`config.mk`:
```
export PLATFORM = sky130hd
export DESIGN_NAME = mcrf_alu
export DESIGN_NICKNAME = d
export VERILOG_FILES = /design/src/hw/rtl/mcrf_pkg.sv /design/src/hw/rtl/mcrf_alu.sv
export SDC_FILE = /design/constraint.sdc
export NUM_CORES = 2
export LEC_CHECK = 0
export BUFFER_PORTS_ARGS = -buffer_cell sky130_fd_sc_hd__buf_2
export CAP_MARGIN = 10
export CELL_PAD_IN_SITES_DETAIL_PLACEMENT = 1
export CELL_PAD_IN_SITES_GLOBAL_PLACEMENT = 1
export CORE_MARGIN = 3
export CORE_UTILIZATION = 50
export DETAILED_ROUTE_END_ITERATION = 10
export GPL_TIMING_DRIVEN = 0
export PLACE_DENSITY = 0.86
export SETUP_SLACK_MARGIN = 0.15
export SLEW_MARGIN = 40
export SYNTH_ARGS = -nofsm -noshare
export SYNTH_HDL_FRONTEND = slang
export SYNTH_SLANG_ARGS = --single-unit
```
`constraint.sdc`:
```
create_clock -name clk -period 11.4 [get_ports clk]
set_input_delay 2.28 -clock clk [delete_from_list [all_inputs] [get_ports clk]]
set_output_delay 2.28 -clock clk [all_outputs]
set_load 0.005 [all_outputs]
```
`src/hw/rtl/mcrf_pkg.sv`:
```
// Shared types, codes, constants and microcode for the Muller cubic root finder.
// Used by mcrf_alu and muller_cubic_root_finder; depends on nothing else.
`default_nettype none

package mcrf_pkg;

    localparam int FRAC_BITS = 16;
    localparam int IN_SHIFT  = 32 - FRAC_BITS;

    typedef struct packed {
        logic signed [31:0] first_guess;
        logic signed [31:0] second_guess;
        logic signed [31:0] third_guess;
    } item_t;

    typedef struct packed {
        logic signed [31:0] root;
        logic [1:0]         status;
        logic [8:0]         iterations_used;
    } result_t;

    localparam logic [1:0] STAT_CONV  = 2'd0;
    localparam logic [1:0] STAT_LIMIT = 2'd1;
    localparam logic [1:0] STAT_DISC  = 2'd2;
    localparam logic [1:0] STAT_FAULT = 2'd3;

    localparam logic [7:0] LIMIT_RESET = 8'd50;

    typedef enum logic [2:0] {
        OP_ADD, OP_SUB, OP_MUL, OP_DIV, OP_SQRT, OP_QSEL, OP_MOV
    } alu_op_t;

    typedef enum logic [2:0] {
        CHK_NONE, CHK_DEN, CHK_DISC, CHK_Q, CHK_RVAL, CHK_MVAL, CHK_FIN
    } chk_t;

    typedef enum logic [2:0] {
        ST_IDLE, ST_LOAD, ST_FETCH, ST_ISSUE, ST_WAIT, ST_DONE
    } seq_state_t;

    typedef struct packed {
        logic    start;
        alu_op_t op;
    } alu_req_t;

    typedef struct packed {
        logic done;
        logic fault;
    } alu_rsp_t;

    typedef struct packed {
        alu_op_t    op;
        logic [4:0] dst;
        logic [4:0] srca;
        logic [4:0] srcb;
        chk_t       chk;
    } uop_t;

    // Register file slots; codes with bit 4 set pick a constant
    localparam logic [4:0] R_X0 = 5'd0,  R_X1 = 5'd1,  R_X2 = 5'd2;
    localparam logic [4:0] R_F1 = 5'd3,  R_F2 = 5'd4,  R_F3 = 5'd5;
    localparam logic [4:0] R_H1 = 5'd6,  R_H2 = 5'd7,  R_D1 = 5'd8;
    localparam logic [4:0] R_D2 = 5'd9,  R_DEN = 5'd10, R_A1 = 5'd11;
    localparam logic [4:0] R_A2 = 5'd12, R_T = 5'd13,  R_U = 5'd14;
    localparam logic [4:0] R_R  = 5'd15;
    localparam logic [4:0] K_2  = 5'd16, K_10 = 5'd17, K_20 = 5'd18;
    localparam logic [4:0] K_4  = 5'd19, K_M2 = 5'd20, K_100 = 5'd21;

    localparam logic [5:0] LAST_PC = 6'd51;

    function automatic logic signed [63:0] const_val(input logic [4:0] code);
        logic signed [63:0] v;
        case (code)
            K_2:     v = 64'sh0000_0002_0000_0000;
            K_10:    v = 64'sh0000_000A_0000_0000;
            K_20:    v = 64'sh0000_0014_0000_0000;
            K_4:     v = 64'sh0000_0004_0000_0000;
            K_M2:    v = 64'shFFFF_FFFE_0000_0000;
            K_100:   v = 64'sh0000_0064_0000_0000;
            default: v = '0;
        endcase
        return v;
    endfunction

    function automatic logic signed [63:0] to_q32(input logic signed [31:0] g);
        return {{FRAC_BITS{g[31]}}, g, {IN_SHIFT{1'b0}}};
    endfunction

    function automatic uop_t ucode(input logic [5:0] pc);
        uop_t u;
        case (pc)
            // p(x0) -> f1
            6'd0:  u = '{OP_MUL, R_T,  R_X0, R_X0, CHK_NONE};
            6'd1:  u = '{OP_MUL, R_U,  R_T,  R_X0, CHK_NONE};
            6'd2:  u = '{OP_MUL, R_T,  R_T,  K_2,  CHK_NONE};
            6'd3:  u = '{OP_ADD, R_F1, R_U,  R_T,  CHK_NONE};
            6'd4:  u = '{OP_MUL, R_T,  R_X0, K_10, CHK_NONE};
            6'd5:  u = '{OP_ADD, R_F1, R_F1, R_T,  CHK_NONE};
            6'd6:  u = '{OP_SUB, R_F1, R_F1, K_20, CHK_NONE};
            // p(x1) -> f2
            6'd7:  u = '{OP_MUL, R_T,  R_X1, R_X1, CHK_NONE};
            6'd8:  u = '{OP_MUL, R_U,  R_T,  R_X1, CHK_NONE};
            6'd9:  u = '{OP_MUL, R_T,  R_T,  K_2,  CHK_NONE};
            6'd10: u = '{OP_ADD, R_F2, R_U,  R_T,  CHK_NONE};
            6'd11: u = '{OP_MUL, R_T,  R_X1, K_10, CHK_NONE};
            6'd12: u = '{OP_ADD, R_F2, R_F2, R_T,  CHK_NONE};
            6'd13: u = '{OP_SUB, R_F2, R_F2, K_20, CHK_NONE};
            // p(x2) -> f3
            6'd14: u = '{OP_MUL, R_T,  R_X2, R_X2, CHK_NONE};
            6'd15: u = '{OP_MUL, R_U,  R_T,  R_X2, CHK_NONE};
            6'd16: u = '{OP_MUL, R_T,  R_T,  K_2,  CHK_NONE};
            6'd17: u = '{OP_ADD, R_F3, R_U,  R_T,  CHK_NONE};
            6'd18: u = '{OP_MUL, R_T,  R_X2, K_10, CHK_NONE};
            6'd19: u = '{OP_ADD, R_F3, R_F3, R_T,  CHK_NONE};
            6'd20: u = '{OP_SUB, R_F3, R_F3, K_20, CHK_NONE};
            // differences and denominator
            6'd21: u = '{OP_SUB, R_H1, R_X0, R_X2, CHK_NONE};
            6'd22: u = '{OP_SUB, R_H2, R_X1, R_X2, CHK_NONE};
            6'd23: u = '{OP_SUB, R_D1, R_F1, R_F3, CHK_NONE};
            6'd24: u = '{OP_SUB, R_D2, R_F2, R_F3, CHK_NONE};
            6'd25: u = '{OP_MUL, R_T,  R_H1, R_H2, CHK_NONE};
            6'd26: u = '{OP_SUB, R_U,  R_H1, R_H2, CHK_NONE};
            6'd27: u = '{OP_MUL, R_DEN, R_T, R_U,  CHK_DEN};
            // a1
            6'd28: u = '{OP_MUL, R_T,  R_H1, R_H1, CHK_NONE};
            6'd29: u = '{OP_MUL, R_T,  R_D2, R_T,  CHK_NONE};
            6'd30: u = '{OP_MUL, R_U,  R_H2, R_H2, CHK_NONE};
            6'd31: u = '{OP_MUL, R_U,  R_D1, R_U,  CHK_NONE};
            6'd32: u = '{OP_SUB, R_T,  R_T,  R_U,  CHK_NONE};
            6'd33: u = '{OP_DIV, R_A1, R_T,  R_DEN, CHK_NONE};
            // a2
            6'd34: u = '{OP_MUL, R_T,  R_D1, R_H2, CHK_NONE};
            6'd35: u = '{OP_MUL, R_U,  R_D2, R_H1, CHK_NONE};
            6'd36: u = '{OP_SUB, R_T,  R_T,  R_U,  CHK_NONE};
            6'd37: u = '{OP_DIV, R_A2, R_T,  R_DEN, CHK_NONE};
            // discriminant
            6'd38: u = '{OP_MUL, R_T,  R_A1, R_A1, CHK_NONE};
            6'd39: u = '{OP_MUL, R_U,  R_F3, K_4,  CHK_NONE};
            6'd40: u = '{OP_MUL, R_U,  R_U,  R_A2, CHK_NONE};
            6'd41: u = '{OP_SUB, R_T,  R_T,  R_U,  CHK_DISC};
            6'd42: u = '{OP_SQRT, R_U, R_T,  R_T,  CHK_NONE};
            6'd43: u = '{OP_QSEL, R_T, R_A1, R_U,  CHK_Q};
            // new estimate and scaled compare
            6'd44: u = '{OP_MUL, R_U,  R_F3, K_M2, CHK_NONE};
            6'd45: u = '{OP_DIV, R_U,  R_U,  R_T,  CHK_NONE};
            6'd46: u = '{OP_ADD, R_R,  R_X2, R_U,  CHK_RVAL};
            6'd47: u = '{OP_MUL, R_U,  R_R,  K_100, CHK_MVAL};
            6'd48: u = '{OP_MUL, R_T,  R_X2, K_100, CHK_FIN};
            // shift the point window
            6'd49: u = '{OP_MOV, R_X0, R_X1, R_X1, CHK_NONE};
            6'd50: u = '{OP_MOV, R_X1, R_X2, R_X2, CHK_NONE};
            6'd51: u = '{OP_MOV, R_X2, R_R,  R_R,  CHK_NONE};
            default: u = '{OP_MOV, R_T, R_T, R_T, CHK_NONE};
        endcase
        return u;
    endfunction

endpackage

`default_nettype wire

```
`src/hw/rtl/mcrf_alu.sv`:
```
// Shared Q32.32 arithmetic unit: add, subtract, multiply, divide, square root, select, move.
// Multiply uses one 32x32 product per cycle, divide and root one bit per cycle.
// Depends on mcrf_pkg.
`default_nettype none

module mcrf_alu (
    input  wire                     clk,
    input  wire                     rst_n,
    input  mcrf_pkg::alu_req_t      req,
    input  wire logic signed [63:0] opa,
    input  wire logic signed [63:0] opb,
    output mcrf_pkg::alu_rsp_t      rsp,
    output logic signed [63:0]      result
);

    logic                busy_reg;
    logic                done_reg;
    logic [6:0]          cnt_reg;
    mcrf_pkg::alu_op_t   op_reg;
    logic [63:0]         ma_reg;
    logic [63:0]         mb_reg;
    logic                neg_reg;
    logic [127:0]        acc_reg;
    logic [63:0]         pp_reg;
    logic [1:0]          psh_reg;
    logic [64:0]         rem_reg;
    logic [63:0]         q_reg;
    logic [95:0]         dvd_reg;
    logic                ovf_reg;
    logic signed [63:0]  res_reg;
    logic                fault_reg;

    logic [63:0]  ma_w, mb_w;
    logic         long_op, fin;
    logic signed [63:0] sum_w, dif_w;
    logic         sum_ov, dif_ov;
    logic [31:0]  mx, my;
    logic [63:0]  pp_w;
    logic [127:0] pp_sh;
    logic [64:0]  dtry, strial, stry;
    logic         dge, sge;
    logic [63:0]  mag_w;
    logic         sof_neg, sof_flt;
    logic [63:0]  sof_val;

    assign ma_w = opa[63] ? 64'(-opa) : 64'(opa);
    assign mb_w = opb[63] ? 64'(-opb) : 64'(opb);

    assign sum_w  = opa + opb;
    assign dif_w  = opa - opb;
    assign sum_ov = (opa[63] == opb[63]) && (sum_w[63] != opa[63]);
    assign dif_ov = (opa[63] != opb[63]) && (dif_w[63] != opa[63]);

    assign long_op = (req.op == mcrf_pkg::OP_MUL) || (req.op == mcrf_pkg::OP_SQRT)
                   || ((req.op == mcrf_pkg::OP_DIV) && (opb != '0));

    assign fin = busy_reg &&
                 (((op_reg == mcrf_pkg::OP_MUL) && (cnt_reg == 7'd5))
               || ((op_reg == mcrf_pkg::OP_DIV) && (cnt_reg == 7'd96))
               || ((op_reg == mcrf_pkg::OP_SQRT) && (cnt_reg == 7'd48)));

    // partial product select: cnt bit 0 picks the half of a, bit 1 the half of b
    assign mx   = cnt_reg[0] ? ma_reg[63:32] : ma_reg[31:0];
    assign my   = cnt_reg[1] ? mb_reg[63:32] : mb_reg[31:0];
    assign pp_w = 64'(mx) * 64'(my);

    always_comb
    begin
        case (psh_reg)
            2'd0:    pp_sh = {64'b0, pp_reg};
            2'd1:    pp_sh = {32'b0, pp_reg, 32'b0};
            default: pp_sh = {pp_reg, 64'b0};
        endcase
    end

    assign dtry   = {rem_reg[63:0], dvd_reg[95]};
    assign dge    = dtry >= {1'b0, mb_reg};
    assign stry   = {rem_reg[62:0], dvd_reg[95:94]};
    assign strial = {q_reg[62:0], 2'b01};
    assign sge    = stry >= strial;

    // signed conversion of the magnitude at the end of a multiply or divide
    assign mag_w   = (op_reg == mcrf_pkg::OP_MUL) ? acc_reg[95:32] : q_reg;
    assign sof_neg = neg_reg;
    assign sof_flt = sof_neg ? (mag_w[63] && (mag_w[62:0] != '0)) : mag_w[63];
    assign sof_val = sof_neg ? 64'(-mag_w) : mag_w;

    always_ff @(posedge clk or negedge rst_n)
    begin
        if (!rst_n)
        begin
            busy_reg <= 1'b0;
            done_reg <= 1'b0;
            cnt_reg  <= '0;
        end
        else
        begin
            done_reg <= 1'b0;
            if (req.start)
            begin
                cnt_reg  <= '0;
                busy_reg <= long_op;
                done_reg <= !long_op;
            end
            else if (fin)
            begin
                busy_reg <= 1'b0;
                done_reg <= 1'b1;
            end
            else if (busy_reg)
            begin
                cnt_reg <= cnt_reg + 7'd1;
            end
        end
    end

    always_ff @(posedge clk)
    begin
        if (req.start)
        begin
            op_reg  <= req.op;
            ma_reg  <= ma_w;
            mb_reg  <= mb_w;
            neg_reg <= opa[63] ^ opb[63];
            acc_reg <= '0;
            rem_reg <= '0;
            q_reg   <= '0;
            ovf_reg <= 1'b0;
            dvd_reg <= (req.op == mcrf_pkg::OP_SQRT) ? {opa, 32'b0} : {ma_w, 32'b0};
            case (req.op)
                mcrf_pkg::OP_ADD:
                begin
                    res_reg   <= sum_w;
                    fault_reg <= sum_ov;
                end
                mcrf_pkg::OP_SUB:
                begin
                    res_reg   <= dif_w;
                    fault_reg <= dif_ov;
                end
                mcrf_pkg::OP_QSEL:
                begin
                    res_reg   <= opa[63] ? dif_w : sum_w;
                    fault_reg <= opa[63] ? dif_ov : sum_ov;
                end
                mcrf_pkg::OP_MOV:
                begin
                    res_reg   <= opa;
                    fault_reg <= 1'b0;
                end
                default:
                begin
                    // divide by zero ends here, long ops overwrite later
                    res_reg   <= '0;
                    fault_reg <= 1'b1;
                end
            endcase
        end
        else if (fin)
        begin
            if (op_reg == mcrf_pkg::OP_SQRT)
            begin
                res_reg   <= q_reg;
                fault_reg <= 1'b0;
            end
            else if ((op_reg == mcrf_pkg::OP_MUL) && (acc_reg[127:96] != '0))
            begin
                res_reg   <= '0;
                fault_reg <= 1'b1;
            end
            else
            begin
                res_reg   <= sof_flt ? 64'sd0 : sof_val;
                fault_reg <= sof_flt || ovf_reg;
            end
        end
        else if (busy_reg)
        begin
            case (op_reg)
                mcrf_pkg::OP_MUL:
                begin
                    if (cnt_reg < 7'd4)
                    begin
                        pp_reg  <= pp_w;
                        psh_reg <= 2'(cnt_reg[0]) + 2'(cnt_reg[1]);
                    end
                    if (cnt_reg != 7'd0)
                    begin
                        acc_reg <= acc_reg + pp_sh;
                    end
                end
                mcrf_pkg::OP_DIV:
                begin
                    if (q_reg[63])
                    begin
                        ovf_reg <= 1'b1;
                    end
                    rem_reg <= dge ? {1'b0, 64'(dtry - {1'b0, mb_reg})} : {1'b0, dtry[63:0]};
                    q_reg   <= {q_reg[62:0], dge};
                    dvd_reg <= {dvd_reg[94:0], 1'b0};
                end
                mcrf_pkg::OP_SQRT:
                begin
                    rem_reg <= sge ? (stry - strial) : stry;
                    q_reg   <= {q_reg[62:0], sge};
                    dvd_reg <= {dvd_reg[93:0], 2'b00};
                end
                default:
                begin
                    q_reg <= q_reg;
                end
            endcase
        end
    end

    assign rsp.done  = done_reg;
    assign rsp.fault = fault_reg;
    assign result    = res_reg;

endmodule

`default_nettype wire

```
==> metrics.yaml <==
worstSetupPathType: "reg -> reg"
wl_met2_um: 203000
grt_max_degree: 78
synth.most_common_cell: "nand2_1"
tns_ns: 0
drv_slew: 0
synthesis.nets: 12600
slowest_stage: "fa_1"
cts.clk_slew.worst_paths_ns: 0.06
cts_tree: "built"
cts_buffers: 76
drt_iter0_markers: 13700
start_kind: "flop"
synthCells: 10900
antenna_left: 0
multi_input_area_sq_um: 67100
min_to: "acc_reg[31]"
synth_cell_types: 100
fp.dieW_um: 426
slowest_delay_ns: 0.64
grt_use_total_pct: 54.5
synth_edf_count: 327
layout.filler_cells: 21100
seq_area_frac_synth_pct: 17.2
critical_path.max_fanout: 10
outcome: "finished clean"
max-cap-violations: 0
post_dp_cell_area_sq_um: 94000
netlist_area_sq_um: 88100
cts_htree_levels: 3
synth_top_area_share_pct: 20.4
tightest_slew_ns: 1.07
hpwl_um: 400000
regArea_sq_um: 15200
overflow: 0
rows: 153
drtPass1Iterations: 9
coreArea_sq_um: 175000
critical_path_required_ns: 11.85
gp_congestion: 1.13
insertion_delay_ns: 0.77
area_delta_synth_final_pct: 10.4
met3_length_um: 71100
slew_headroom_pct: 28.1
finalWorstSetupSlack_ns: 0.00605
fp.dieArea_sq_um: 181000
boundaryPins: 200
hold_path.class: "reg -> reg"
synth_seq_cells: 593
grt_pass1_wl_um: 706000
yosys_warnings: 0
routedWlPerCell_um: 36.9
worstHoldStart: "acc_reg[31]"
final-hold-violation-count: 0
setup_viol: 0
reg2reg_slack_ns: 0.006
pre_cts_ws_ns: -0.458
crit_path_frequent_cell: "fa_1"
rr_worst_depth: 30
rsz0062_at_grt: "true"
route.detailed.drc: 0
arrival_ns: 11.85
wl_met1_um: 167000
ctsLongestPathBuffers: 3
postSynthAreaPerCell_sq_um: 8.06
largest_reg_flops: 128
yosys-top-cells-count: "1355 x nand2_1, 1224 x inv_1, 1119 x nor2_1"
fin_skew_ns: 0.0611
cp-end-kind: "flop"
wl_um: 507000
cts.sinks: 593
routed_via_density: 7.00
worstReg2RegStart: "cnt_reg[1]"
yosysTopAreaCell: "fa_1"
whs_path_depth: 2
period_share_pct: 99.9
ys.flop_type: "edfxtp_1"
cp-startpoint: "cnt_reg[1]"
min_period_ns: 11.39
regToRegEndpoint: "pp_reg[63]"
start_util_pct: 50.5
synthArstFlopShare_pct: 1.52
nets: 13000
io_buffers: 199
final_area_sq_um: 97300
highest-signal-layer: "met5"
cts_root_buffer: "clkbuf_16"
num_vias: 96100
drive_gt1_share_pct: 7.42
fmax_mhz: 87.8
antenna_found_initial: 76
grt_pass1_vias: 98300
synthTopCellsByArea: "fa_1 20%, edfxtp_1 11%, ha_1 9.2%"
die_h_um: 426
==> cells by family after synthesis <==
| group | synth area share [%] |
|---|---|
| xor+xnor | 5.49 |
| flops | 17.2 |
| simple gates | 16.9 |
| mux | 2.51 |
| fa+ha+maj | 29.7 |
| buf+inv | 8.05 |
| compound gates | 20.1 |
==> layer usage <==
metal	GRT usage, %	vias up
met1	60.0	47000
met4	53.9	58
met5	0.860	-
met2	76.7	7886
met3	24.1	3087
li1	-	38100
==> cell usage in the layout (no fill, tap or decap), types with 112 or more instances in the layout <==
cell	synthesis	final
a211oi_1	121	117
a21o_1	278	278
a21oi_1	858	850
a31oi_1	114	112
buf_2	7	227
clkbuf_1	586	454
clkbuf_2	0	125
dfxtp_1	257	257
edfxtp_1	327	327
fa_1	900	900
ha_1	651	651
inv_1	1224	1222
mux2i_1	175	145
nand2_1	1355	1355
nand3_1	122	122
nand4_1	137	137
nor2_1	1119	1117
nor3_1	151	150
o21ai_0	482	474
o21bai_1	121	121
o31ai_1	113	112
xnor2_1	399	398
xor2_1	153	153
==> how the worst max path moves through the flow <==
stage                       to  cells past startpoint
global route        pp_reg[63]                     28
CTS                 pp_reg[52]                     31
global placement    pp_reg[63]                     30
floorplan           pp_reg[52]                     31
detailed placement  pp_reg[52]                     31
finish              pp_reg[63]                     30
==> metrics by stage <==
step / utilization [%] / std cells / hold WS (ns)
after global placement: 52.7 / 13500 / 0.442
after CTS: 55.3 / 13700 / 0.465
after detailed placement: 53.8 / 13500 / 0.453
after floorplan: - / 10900 / 0.428
after global routing: 55.7 / 13700 / 0.485
final: 55.7 / 13700 / 0.466
==> cell type report <==
type / instances / share of cell area [%]
Tap cell: 2325 / 2.99
Antenna cell: 52 / 0.134
Inverter: 1228 / 4.75
Multi-Input combinational cell: 8469 / 69.0
Clock buffer: 97 / 2.17
Buffer: 647 / 2.79
Sequential cell: 593 / 15.6
Timing Repair Buffer: 289 / 2.10
Clock inverter: 42 / 0.455
==> worst max-delay path, delay by kind of cell (launching register included) <==
kind / cells / cell delay, ns
adders and majority gates: 9 / 4.32
buffers and inverters: 7 / 2.12
DFF: 1 / 0.45
xor gates and xnor gates: 1 / 0.12
AOI/OAI and AO/OA: 6 / 2.22
and+or+nand+nor: 7 / 1.83
==> timing repair <==
action / 4_1_cts / 5_1_grt
resized for setup: 26 / 82
setup endpoints to repair: 14 / 18
hold buffers: 0 / 0
buffers inserted: 0 / 7
pin swaps: 0 / 2
Power is not shown: default switching activity piles up to over one toggle a cycle in this logic, so the estimate is an artifact.
